===== src/rtl/miu_pkg.sv =====
// shared types and constants for the mips integer execute unit
`default_nettype none
package miu_pkg;
   localparam logic [31:0] REGION_MASK = 32'hF000_0000;

   // primary opcodes
   localparam logic [5:0] OP_SPECIAL = 6'h00;
   localparam logic [5:0] OP_REGIMM  = 6'h01;
   localparam logic [5:0] OP_J       = 6'h02;
   localparam logic [5:0] OP_JAL     = 6'h03;
   localparam logic [5:0] OP_BEQ     = 6'h04;
   localparam logic [5:0] OP_BNE     = 6'h05;
   localparam logic [5:0] OP_BLEZ    = 6'h06;
   localparam logic [5:0] OP_BGTZ    = 6'h07;
   localparam logic [5:0] OP_ADDI    = 6'h08;
   localparam logic [5:0] OP_ADDIU   = 6'h09;
   localparam logic [5:0] OP_SLTI    = 6'h0A;
   localparam logic [5:0] OP_SLTIU   = 6'h0B;
   localparam logic [5:0] OP_ANDI    = 6'h0C;
   localparam logic [5:0] OP_ORI     = 6'h0D;
   localparam logic [5:0] OP_XORI    = 6'h0E;
   localparam logic [5:0] OP_LUI     = 6'h0F;

   // special function codes
   localparam logic [5:0] FN_SLL   = 6'h00;
   localparam logic [5:0] FN_SRL   = 6'h02;
   localparam logic [5:0] FN_SRA   = 6'h03;
   localparam logic [5:0] FN_SLLV  = 6'h04;
   localparam logic [5:0] FN_SRLV  = 6'h06;
   localparam logic [5:0] FN_SRAV  = 6'h07;
   localparam logic [5:0] FN_JR    = 6'h08;
   localparam logic [5:0] FN_JALR  = 6'h09;
   localparam logic [5:0] FN_MFHI  = 6'h10;
   localparam logic [5:0] FN_MTHI  = 6'h11;
   localparam logic [5:0] FN_MFLO  = 6'h12;
   localparam logic [5:0] FN_MTLO  = 6'h13;
   localparam logic [5:0] FN_MULT  = 6'h18;
   localparam logic [5:0] FN_MULTU = 6'h19;
   localparam logic [5:0] FN_DIV   = 6'h1A;
   localparam logic [5:0] FN_DIVU  = 6'h1B;
   localparam logic [5:0] FN_ADD   = 6'h20;
   localparam logic [5:0] FN_ADDU  = 6'h21;
   localparam logic [5:0] FN_SUB   = 6'h22;
   localparam logic [5:0] FN_SUBU  = 6'h23;
   localparam logic [5:0] FN_AND   = 6'h24;
   localparam logic [5:0] FN_OR    = 6'h25;
   localparam logic [5:0] FN_XOR   = 6'h26;
   localparam logic [5:0] FN_NOR   = 6'h27;
   localparam logic [5:0] FN_SLT   = 6'h2A;
   localparam logic [5:0] FN_SLTU  = 6'h2B;

   // regimm rt codes
   localparam logic [4:0] RT_BLTZ   = 5'h00;
   localparam logic [4:0] RT_BGEZ   = 5'h01;
   localparam logic [4:0] RT_BLTZAL = 5'h10;
   localparam logic [4:0] RT_BGEZAL = 5'h11;

   localparam logic [4:0] LINK_REG = 5'd31;

   typedef enum logic [2:0] {
      ST_IDLE,
      ST_READ,
      ST_EXEC,
      ST_MDU,
      ST_DONE
   } state_type;

   // controller to datapath
   typedef struct packed {
      logic load;      // capture the item
      logic exec;      // evaluate, and commit ops other than multiply and divide
      logic mdu_start; // launch multiply or divide
      logic mdu_step;  // iterate the shared unit
      logic mdu_end;   // commit hi and lo
   } cmd_type;

   // datapath to controller
   typedef struct packed {
      logic is_mdu;
      logic mdu_last;
   } status_type;
endpackage
`default_nettype wire


===== src/rtl/miu_ctrl.sv =====
// sequencing controller of the execute unit
`default_nettype none
module miu_ctrl
   import miu_pkg::*;
(
   input  wire logic       clock,
   input  wire logic       reset,
   input  wire logic       req_valid,
   output logic            req_stall,
   output logic            rsp_valid,
   input  wire logic       rsp_stall,
   output cmd_type         cmd,
   input  wire status_type status
);
   state_type state_ff, state_in;

   // state register
   always_ff @(posedge clock) begin
      if (reset) begin
         state_ff <= ST_IDLE;
      end else begin
         state_ff <= state_in;
      end
   end

   // next state and commands
   always_comb begin
      state_in  = state_ff;
      cmd       = '0;
      req_stall = 1'b1;
      rsp_valid = 1'b0;
      unique case (state_ff)
         ST_IDLE: begin
            req_stall = 1'b0;
            if (req_valid) begin
               cmd.load = 1'b1;
               state_in = ST_READ;
            end
         end
         ST_READ: begin
            state_in = ST_EXEC;
         end
         ST_EXEC: begin
            cmd.exec = 1'b1;
            if (status.is_mdu) begin
               cmd.mdu_start = 1'b1;
               state_in = ST_MDU;
            end else begin
               state_in = ST_DONE;
            end
         end
         ST_MDU: begin
            cmd.mdu_step = 1'b1;
            if (status.mdu_last) begin
               cmd.mdu_end = 1'b1;
               state_in = ST_DONE;
            end
         end
         ST_DONE: begin
            rsp_valid = 1'b1;
            if (!rsp_stall) begin
               req_stall = 1'b0;
               if (req_valid) begin
                  cmd.load = 1'b1;
                  state_in = ST_READ;
               end else begin
                  state_in = ST_IDLE;
               end
            end
         end
         default: state_in = ST_IDLE;
      endcase
   end
endmodule
`default_nettype wire


===== src/rtl/miu_mdu.sv =====
// iterative multiply and divide unit, one bit per cycle while step is high
`default_nettype none
module miu_mdu
   import miu_pkg::*;
(
   input  wire logic        clock,
   input  wire logic        reset,
   input  wire logic        start,
   input  wire logic        step,
   input  wire logic        is_div,
   input  wire logic        is_signed,
   input  wire logic [31:0] op_a,
   input  wire logic [31:0] op_b,
   output logic             last,
   output logic [31:0]      hi_result,
   output logic [31:0]      lo_result
);
   logic [4:0]  count_ff;
   logic        div_ff, neg_q_ff, neg_r_ff, zero_ff;
   logic [31:0] mag_b_ff;   // divisor magnitude or multiplicand
   logic [31:0] acc_ff;     // remainder or product high
   logic [31:0] lo_ff;      // quotient or product low
   logic [31:0] mag_a, mag_b;
   logic        neg_a, neg_b;
   logic [32:0] trial, madd;
   logic [31:0] q_fin, r_fin;

   assign neg_a = is_signed & op_a[31];
   assign neg_b = is_signed & op_b[31];
   assign mag_a = neg_a ? (32'd0 - op_a) : op_a;
   assign mag_b = neg_b ? (32'd0 - op_b) : op_b;

   // one restoring division step and one shift-add step
   assign trial = {acc_ff, lo_ff[31]} - {1'b0, mag_b_ff};
   assign madd  = {1'b0, acc_ff} + (lo_ff[0] ? {1'b0, mag_b_ff} : 33'd0);

   always_ff @(posedge clock) begin
      if (reset) begin
         count_ff <= '0;
      end else if (start) begin
         count_ff <= '0;
      end else if (step) begin
         count_ff <= count_ff + 5'd1;
      end
   end

   always_ff @(posedge clock) begin
      if (start) begin
         div_ff   <= is_div;
         neg_q_ff <= neg_a ^ neg_b;
         neg_r_ff <= neg_a;
         zero_ff  <= (op_b == 32'd0);
         mag_b_ff <= mag_b;
         acc_ff   <= '0;
         lo_ff    <= mag_a;
      end else if (step) begin
         if (div_ff) begin
            if (!trial[32]) begin
               acc_ff <= trial[31:0];
               lo_ff  <= {lo_ff[30:0], 1'b1};
            end else begin
               acc_ff <= {acc_ff[30:0], lo_ff[31]};
               lo_ff  <= {lo_ff[30:0], 1'b0};
            end
         end else begin
            acc_ff <= madd[32:1];
            lo_ff  <= {madd[0], lo_ff[31:1]};
         end
      end
   end

   assign last = (count_ff == 5'd31);

   // sign fixup, valid on the cycle after the last step
   assign q_fin = neg_q_ff ? (32'd0 - lo_ff) : lo_ff;
   assign r_fin = neg_r_ff ? (32'd0 - acc_ff) : acc_ff;
   always_comb begin
      if (!div_ff) begin
         if (neg_q_ff) begin
            {hi_result, lo_result} = 64'd0 - {acc_ff, lo_ff};
         end else begin
            {hi_result, lo_result} = {acc_ff, lo_ff};
         end
      end else if (zero_ff) begin
         hi_result = '0;
         lo_result = '0;
      end else begin
         hi_result = r_fin;
         lo_result = q_fin;
      end
   end
endmodule
`default_nettype wire


===== src/rtl/miu_dpath.sv =====
// datapath: register file, alu, branch evaluation and hi/lo
`default_nettype none
module miu_dpath
   import miu_pkg::*;
(
   input  wire logic        clock,
   input  wire logic        reset,
   input  wire cmd_type     cmd,
   output status_type       status,
   input  wire logic [31:0] req_instr_word,
   input  wire logic [31:0] req_slot_address,
   output logic             rsp_reg_write,
   output logic [4:0]       rsp_dest_index,
   output logic [31:0]      rsp_dest_value,
   output logic             rsp_taken,
   output logic [31:0]      rsp_branch_target,
   output logic             rsp_unsupported
);
   logic [31:0] gpr_mem [32];
   logic [31:0] instr_ff, slot_ff, a_ff, b_ff, hi_ff, lo_ff;
   logic        mdu_pend_ff;
   logic        wr_ff, tk_ff, un_ff;
   logic [4:0]  di_ff;
   logic [31:0] dv_ff, ta_ff;

   logic [5:0]  op, fn;
   logic [4:0]  rs, rt, rd, sh;
   logic [15:0] imm;
   logic [31:0] simm, zimm, branch_to, jump_to, link, a, b;
   logic        wr, tk, un, hi_we, lo_we, mdu_go, mdu_div, mdu_sgn;
   logic [4:0]  di;
   logic [31:0] dv, ta;
   logic        mdu_last;
   logic [31:0] mdu_hi, mdu_lo;

   assign op  = instr_ff[31:26];
   assign rs  = instr_ff[25:21];
   assign rt  = instr_ff[20:16];
   assign rd  = instr_ff[15:11];
   assign sh  = instr_ff[10:6];
   assign fn  = instr_ff[5:0];
   assign imm = instr_ff[15:0];
   assign simm = {{16{imm[15]}}, imm};
   assign zimm = {16'd0, imm};
   assign branch_to = slot_ff + {simm[29:0], 2'b00};
   assign jump_to   = (slot_ff & REGION_MASK) | {4'd0, instr_ff[25:0], 2'b00};
   assign link      = slot_ff + 32'd4;
   assign a = a_ff;
   assign b = b_ff;

   // item capture and operand read
   always_ff @(posedge clock) begin
      if (cmd.load) begin
         instr_ff <= req_instr_word;
         slot_ff  <= req_slot_address;
      end
      a_ff <= (rs == 5'd0) ? 32'd0 : gpr_mem[rs];
      b_ff <= (rt == 5'd0) ? 32'd0 : gpr_mem[rt];
   end

   // decode and evaluate
   always_comb begin
      wr = 1'b0; tk = 1'b0; un = 1'b0; di = '0; dv = '0; ta = '0;
      hi_we = 1'b0; lo_we = 1'b0; mdu_go = 1'b0; mdu_div = 1'b0; mdu_sgn = 1'b0;
      unique case (op)
         OP_SPECIAL: begin
            di = rd;
            unique case (fn)
               FN_SLL:  begin wr = 1'b1; dv = b << sh; end
               FN_SRL:  begin wr = 1'b1; dv = b >> sh; end
               FN_SRA:  begin wr = 1'b1; dv = $unsigned($signed(b) >>> sh); end
               FN_SLLV: begin wr = 1'b1; dv = b << a[4:0]; end
               FN_SRLV: begin wr = 1'b1; dv = b >> a[4:0]; end
               FN_SRAV: begin wr = 1'b1; dv = $unsigned($signed(b) >>> a[4:0]); end
               FN_JR:   begin tk = 1'b1; ta = a; end
               FN_JALR: begin tk = 1'b1; ta = a; wr = 1'b1; dv = link; end
               FN_MFHI: begin wr = 1'b1; dv = hi_ff; end
               FN_MTHI: hi_we = 1'b1;
               FN_MFLO: begin wr = 1'b1; dv = lo_ff; end
               FN_MTLO: lo_we = 1'b1;
               FN_MULT:  begin mdu_go = 1'b1; mdu_sgn = 1'b1; end
               FN_MULTU: mdu_go = 1'b1;
               FN_DIV:   begin mdu_go = 1'b1; mdu_div = 1'b1; mdu_sgn = 1'b1; end
               FN_DIVU:  begin mdu_go = 1'b1; mdu_div = 1'b1; end
               FN_ADD, FN_ADDU: begin wr = 1'b1; dv = a + b; end
               FN_SUB, FN_SUBU: begin wr = 1'b1; dv = a - b; end
               FN_AND:  begin wr = 1'b1; dv = a & b; end
               FN_OR:   begin wr = 1'b1; dv = a | b; end
               FN_XOR:  begin wr = 1'b1; dv = a ^ b; end
               FN_NOR:  begin wr = 1'b1; dv = ~(a | b); end
               FN_SLT:  begin wr = 1'b1; dv = {31'd0, $signed(a) < $signed(b)}; end
               FN_SLTU: begin wr = 1'b1; dv = {31'd0, a < b}; end
               default: un = 1'b1;
            endcase
         end
         OP_REGIMM: begin
            unique case (rt)
               RT_BLTZ: tk = a[31];
               RT_BGEZ: tk = !a[31];
               RT_BLTZAL: begin tk = a[31]; wr = 1'b1; di = LINK_REG; dv = link; end
               RT_BGEZAL: begin tk = !a[31]; wr = 1'b1; di = LINK_REG; dv = link; end
               default: un = 1'b1;
            endcase
            if (tk) ta = branch_to;
         end
         OP_J:   begin tk = 1'b1; ta = jump_to; end
         OP_JAL: begin tk = 1'b1; ta = jump_to; wr = 1'b1; di = LINK_REG; dv = link; end
         OP_BEQ:  begin tk = (a == b); if (tk) ta = branch_to; end
         OP_BNE:  begin tk = (a != b); if (tk) ta = branch_to; end
         OP_BLEZ: begin tk = a[31] || (a == 32'd0); if (tk) ta = branch_to; end
         OP_BGTZ: begin tk = !a[31] && (a != 32'd0); if (tk) ta = branch_to; end
         OP_ADDI, OP_ADDIU: begin wr = 1'b1; di = rt; dv = a + simm; end
         OP_SLTI:  begin wr = 1'b1; di = rt; dv = {31'd0, $signed(a) < $signed(simm)}; end
         OP_SLTIU: begin wr = 1'b1; di = rt; dv = {31'd0, a < simm}; end
         OP_ANDI:  begin wr = 1'b1; di = rt; dv = a & zimm; end
         OP_ORI:   begin wr = 1'b1; di = rt; dv = a | zimm; end
         OP_XORI:  begin wr = 1'b1; di = rt; dv = a ^ zimm; end
         OP_LUI:   begin wr = 1'b1; di = rt; dv = {imm, 16'd0}; end
         default: un = 1'b1;
      endcase
      if (un) begin
         tk = 1'b0; ta = '0;
      end
      if (!(wr && !un && di != 5'd0)) begin
         wr = 1'b0; di = '0; dv = '0;
      end
   end

   assign status.is_mdu   = mdu_go;
   assign status.mdu_last = mdu_last;

   miu_mdu u_mdu (
      .clock     (clock),
      .reset     (reset),
      .start     (cmd.mdu_start),
      .step      (cmd.mdu_step),
      .is_div    (mdu_div),
      .is_signed (mdu_sgn),
      .op_a      (a),
      .op_b      (b),
      .last      (mdu_last),
      .hi_result (mdu_hi),
      .lo_result (mdu_lo)
   );

   // hi/lo take the unit's results once mdu_pend_ff, registered from mdu_end, is set
   always_ff @(posedge clock) begin
      if (reset) begin
         hi_ff       <= '0;
         lo_ff       <= '0;
         mdu_pend_ff <= 1'b0;
      end else begin
         mdu_pend_ff <= cmd.mdu_end;
         if (mdu_pend_ff) begin
            hi_ff <= mdu_hi;
            lo_ff <= mdu_lo;
         end else if (cmd.exec) begin
            if (hi_we) hi_ff <= a;
            if (lo_we) lo_ff <= a;
         end
      end
   end

   // register file write, entry 0 never read
   always_ff @(posedge clock) begin
      if (cmd.exec && wr) begin
         gpr_mem[di] <= dv;
      end
   end

   // result register
   always_ff @(posedge clock) begin
      if (cmd.exec) begin
         wr_ff <= wr;
         di_ff <= di;
         dv_ff <= dv;
         tk_ff <= tk;
         ta_ff <= ta;
         un_ff <= un;
      end
   end

   assign rsp_reg_write     = wr_ff;
   assign rsp_dest_index    = di_ff;
   assign rsp_dest_value    = dv_ff;
   assign rsp_taken         = tk_ff;
   assign rsp_branch_target = ta_ff;
   assign rsp_unsupported   = un_ff;
endmodule
`default_nettype wire


===== src/rtl/mips_integer_execute_unit.sv =====
// top level of the mips-i integer execute unit
`default_nettype none
// Executes one MIPS-I integer instruction per item against a 32-entry register
// file and HI/LO. After reset a clearing pass writes zero to registers 1 to 31
// (register 0 always reads as zero), and no item is accepted during it. An ALU,
// shift, move or branch item passes from accept to result through the register
// read, execute and result states; multiply and divide also iterate the shared
// one-bit-per-cycle multiply/divide unit. The next item is accepted in the cycle
// its predecessor's result is taken.
module mips_integer_execute_unit
   import miu_pkg::*;
(
   input  wire logic        clock,
   input  wire logic        reset,
   input  wire logic        req_valid,
   output logic             req_stall,
   input  wire logic [31:0] req_instr_word,
   input  wire logic [31:0] req_slot_address,
   output logic             rsp_valid,
   input  wire logic        rsp_stall,
   output logic             rsp_reg_write,
   output logic [4:0]       rsp_dest_index,
   output logic [31:0]      rsp_dest_value,
   output logic             rsp_taken,
   output logic [31:0]      rsp_branch_target,
   output logic             rsp_unsupported
);
   cmd_type    cmd;
   status_type status;
   logic       ctl_stall, ctl_valid;
   logic [5:0] clr_ff;
   logic       clr_done_ff;
   logic       clearing;
   logic [31:0] instr_mux;

   // clearing pass: feed addiu rN, r0, 0 for every register after reset
   always_ff @(posedge clock) begin
      if (reset) begin
         clr_ff      <= '0;
         clr_done_ff <= 1'b0;
      end else if (clearing) begin
         if (cmd.exec && !clr_ff[5]) begin
            clr_ff <= clr_ff + 6'd1;
         end
         if (clr_ff[5] && ctl_valid) begin
            clr_done_ff <= 1'b1;
         end
      end
   end
   assign clearing = !clr_done_ff;

   assign instr_mux = clearing ? {OP_ADDIU, 5'd0, clr_ff[4:0], 16'd0} : req_instr_word;

   miu_ctrl u_ctrl (
      .clock     (clock),
      .reset     (reset),
      .req_valid (clearing ? !clr_ff[5] : req_valid),
      .req_stall (ctl_stall),
      .rsp_valid (ctl_valid),
      .rsp_stall (clearing ? 1'b0 : rsp_stall),
      .cmd       (cmd),
      .status    (status)
   );

   assign req_stall = clearing ? 1'b1 : ctl_stall;
   assign rsp_valid = clearing ? 1'b0 : ctl_valid;

   miu_dpath u_dpath (
      .clock             (clock),
      .reset             (reset),
      .cmd               (cmd),
      .status            (status),
      .req_instr_word    (instr_mux),
      .req_slot_address  (req_slot_address),
      .rsp_reg_write     (rsp_reg_write),
      .rsp_dest_index    (rsp_dest_index),
      .rsp_dest_value    (rsp_dest_value),
      .rsp_taken         (rsp_taken),
      .rsp_branch_target (rsp_branch_target),
      .rsp_unsupported   (rsp_unsupported)
   );

`ifndef SYNTH
   // no item accepted while a result is waiting untaken
   a_no_accept_pending: assert property (@(posedge clock) disable iff (reset)
      (rsp_valid && rsp_stall) |-> req_stall)
      else $error("item accepted while result pending");
   // a result never appears in the cycle right after accept
   a_latency: assert property (@(posedge clock) disable iff (reset)
      (req_valid && !req_stall) |=> !rsp_valid)
      else $error("result too early");
   // no item taken during the clearing pass
   a_clear_hold: assert property (@(posedge clock) disable iff (reset)
      clearing |-> (req_stall && !rsp_valid))
      else $error("activity during clearing");
`endif
endmodule
`default_nettype wire

===== config.mk =====
export PLATFORM = sky130hd
export DESIGN_NAME = mips_integer_execute_unit
export DESIGN_NICKNAME = d
export VERILOG_FILES = /design/src/rtl/miu_pkg.sv /design/src/rtl/miu_ctrl.sv /design/src/rtl/miu_mdu.sv /design/src/rtl/miu_dpath.sv /design/src/rtl/mips_integer_execute_unit.sv
export SDC_FILE = /design/constraint.sdc
export NUM_CORES = 2
export LEC_CHECK = 0
export BUFFER_PORTS_ARGS = -buffer_cell sky130_fd_sc_hd__buf_2
export CAP_MARGIN = 20
export CORE_ASPECT_RATIO = 0.75
export CORE_MARGIN = 2
export CORE_UTILIZATION = 30
export DETAILED_ROUTE_END_ITERATION = 6
export GPL_TIMING_DRIVEN = 0
export SLEW_MARGIN = 20
export SYNTH_ARGS = -nofsm -noshare
export SYNTH_HDL_FRONTEND = slang
export SYNTH_SLANG_ARGS = --single-unit

===== constraint.sdc =====
create_clock -name clock -period 7.45 [get_ports clock]
set_clock_uncertainty 0.15 [all_clocks]
set_input_delay 0.3725 -clock clock [delete_from_list [all_inputs] [get_ports clock]]
set_output_delay 0.3725 -clock clock [all_outputs]
set_load 0.02 [all_outputs]

==> results.json <==
{
  "io_pins": 142,
  "critical-path-top-delay-family": "simple AND/OR/NAND/NOR gates",
  "grt_usage_pct": 30.4,
  "drt_pre_antenna_iters": 7,
  "yosysSeqAreaShare_pct": 47.0,
  "cts.clk_slew.worst_paths_ns": 0.06,
  "rows": 170,
  "synth-seq-cells": 1404,
  "post-route-min-period_ns": 7.78,
  "hold_violations": 0,
  "portBuffers": 140,
  "grt_overflow_total": 0,
  "drt-initial-drc-count": 13100,
  "ant_nets": 0,
  "leakage_nw": 33.3,
  "core_area_mm2": 0.285,
  "slowest_stage": "inv_1",
  "synth.area.top_cells": "edfxtp_1 (43%), mux4_2 (17%), ha_1 (4.2%), dfxtp_1 (4.1%), mux2i_1 (3.1%)",
  "violations": "max-capacitance violations, negative setup slack",
  "vias": 73600,
  "die_h_um": 467,
  "worstSetupEndpointType": "register",
  "drv_cap": 1,
  "drcViolationCount": 0,
  "grt_pass1_wl_um": 604000,
  "relSlewSlack_pct": 0.572,
  "yosysMostFrequentCell": "edfxtp_1",
  "post-cts-setup-buffer-count": 0,
  "path_depth": 13,
  "cts_buffers": 156,
  "clock_sinks": 1404,
  "syn_inst": 6941,
  "ys_top_cells_by_count": "edfxtp_1 (1228), mux4_2 (641), nor2_1 (481)",
  "antenna_found_initial": 64,
  "yosysTopAreaCellShare_pct": 42.9,
  "postSynthAreaPerCell_um2": 12.4,
  "fin_tns_setup_ns": -16.55,
  "wl_um": 457000,
  "worstMarginPinSlew_ns": 1.48,
  "worst_slack_ns": -0.329,
  "finalCritPeriodShare_pct": 104,
  "worstPathCellList": "clkbuf_2 > inv_1 > ha_1 > or3b_2 > nor3_1 > nand3b_1 > nor4_1 > a31oi_1 > xnor2_1 > a31oi_1 > nor2_1 > o311ai_0 > nand2_1",
  "dpl.hpwl_um": 355000,
  "whs_path_depth": 2,
  "drive_gt1_share_pct": 20.1,
  "outcome": "finished with violations",
  "rsz0062_at_grt": "no",
  "max_freq_ghz": 0.129,
  "dieArea_mm2": 0.291,
  "cts_tree": "yes",
  "fp.dieW_um": 622,
  "rr_worst_depth": 13,
  "worstPathRequired_ns": 7.93,
  "grt_pass1_vias": 67700,
  "cp_max_fo": 10,
  "htreeDepth": 4,
  "synth-edff-count": 1228,
  "power_density_mw_per_mm2": 290,
  "gp_congestion": 1.07,
  "crit_type": "reg2reg",
  "ys_warn_count": 0,
  "critPathArrivalTime_ns": 8.25,
  "clk_latency_ns": 0.85,
  "synth.distinct_cells": 111,
  "cp-start-kind": "register",
  "power_mw": 29.1,
  "root_buffer": "clkbuf_16",
  "avgViaCountPerCell": 6.46,
  "clock_path_buffers": 4,
  "worst-path-buf-inv": 2,
  "cpPeakStageDelay_ns": 1.07,
  "synth_top_flop_cell": "edfxtp_1",
  "wire_per_inst_um": 40.2,
  "syn-cell-area_mm2": 0.0859,
  "slew_violations": 0,
  "hold_class": "in2reg",
  "initial_core_util_pct": 30.1,
  "final_net_count": 7827,
  "ir_drop_mv": 0.187,
  "area_growth_pct": 16.8,
  "cpMostUsedCell": "a31oi_1",
  "setup_viol": 157,
  "ys_async_sr_fraction_pct": 0,
  "grt_max_degree": 47,
  "yosysTopAreaCell": "edfxtp_1"
}
-- through the flow --
step                hold WS, ns  instance area, um2  std cells  setup slack (ns)  util (%)
CTS                      0.0699              100000      11400            0.0114      35.1
finish                    0.109              100000      11400            -0.329      35.2
global placement          0.332               91500      10900             -3.47      32.0
detailed placement        0.335               94600      11000            -0.782      33.1
floorplan                 0.318               86000       6972              1.48         -
global route             0.0968              100000      11400            0.0607      35.2
-- layer usage --
metal	GRT usage, %	vias up	wire length, um
met4	11.2	32	20100
met5	0	-	430
met2	40.0	6072	174000
li1	-	28600	-
met1	44.5	38000	193000
met3	11.5	933	69700
-- state kept, by name (all words and copies together), names as in the netlist, 3 cells and up --
name                       cells
u_dpath.gpr_mem             1024
u_dpath.u_mdu.mag_b_ff        32
u_dpath.u_mdu.acc_ff          32
u_dpath.a                     32
u_dpath.rsp_dest_index         5
u_dpath.u_mdu.count_ff         5
u_dpath.hi_ff                 32
u_dpath.rsp_branch_target     32
u_dpath.lo_ff                 32
clr_ff                         6
u_dpath.b                     32
u_ctrl.state_ff                3
u_dpath.instr_ff              32
u_dpath.u_mdu.lo_ff           32
u_dpath.slot_ff               32
u_dpath.rsp_dest_value        32
-- worst paths after layout --
| path | slack (ns) | start | endpoint |
|---|---|---|---|
| worst max-delay path | -0.33 | u_dpath.a[1] | u_dpath.rsp_branch_target[26] |
| worst min-delay path | 0.11 | req_slot_address[12] | u_dpath.slot_ff[12] |
| worst max register to register | -0.33 | u_dpath.a[1] | u_dpath.rsp_branch_target[26] |
| worst min register to register | 0.35 | u_dpath.lo_ff[24] | u_dpath.lo_ff[24] |
-- kinds of logic (layout without fill, tap and decap cells) --
family / count (synthesis) / after routing / synth area share (%)
compound gates: 1680 / 1680 / 13.1
simple gates: 1576 / 1576 / 8.75
flops: 1404 / 1404 / 47.0
mux: 965 / 965 / 20.7
buf+inv: 756 / 1364 / 3.48
fa+ha+maj: 295 / 295 / 4.35
xor+xnor: 264 / 264 / 2.69
other cells: 1 / 53 / 0.00436
-- report_power, final --
part           total (mW)  internal (mW)  switching (mW)
combinational        11.3           3.58            7.74
sequential           10.1           8.94            1.16
clock                7.72           4.37            3.35
-- timing repair --
item / in CTS / in global routing
resized for setup: 6 / 3
hold buffers: 66 / 0
pin swaps: 0 / 0
hold endpoints to repair: 65 / 0
setup endpoints to repair: 144 / 41
-- placed cells by master (no fill, tap or decap), drive strengths merged, types with 66 or more instances in the layout --
cell type    netlist  routed
nor2             483     483
a21oi            360     360
mux2i            266     266
nor3             158     158
a31oi             67      67
nand3            116     116
clkbuf           376     592
mux4             641     641
a221oi           107     107
buf              140     406
dfxtp            176     176
dlygate4sd3        0      66
a21o              68      68
xnor2            204     204
a211oi           168     168
ha               289     289
nand2            413     413
edfxtp          1228    1228
o21ai            377     377
inv              237     244
-- worst reg2reg max path, cell delays in order, from the launching register on --
cell and delay (ns):
dfxtp_1 0.58, clkbuf_2 0.58, inv_1 1.08, ha_1 0.35, or3b_2 0.55, nor3_1 0.32
nand3b_1 0.26, nor4_1 0.82, a31oi_1 0.47, xnor2_1 0.39, a31oi_1 0.16, nor2_1 0.91
o311ai_0 0.61, nand2_1 0.34
-- area by class of cell --
class / count / area, um2
antenna: 21 / 52.6
fill: 27800 / 185000
sequential: 1404 / 40400
clock inverter: 60 / 543
buffer: 516 / 2230
clock buffer: 214 / 4380
inverter: 240 / 906
tap: 3784 / 4730
timing repair buffer: 334 / 3760
multi-input combinational: 4812 / 43400
(Power assumes the default switching activity.)
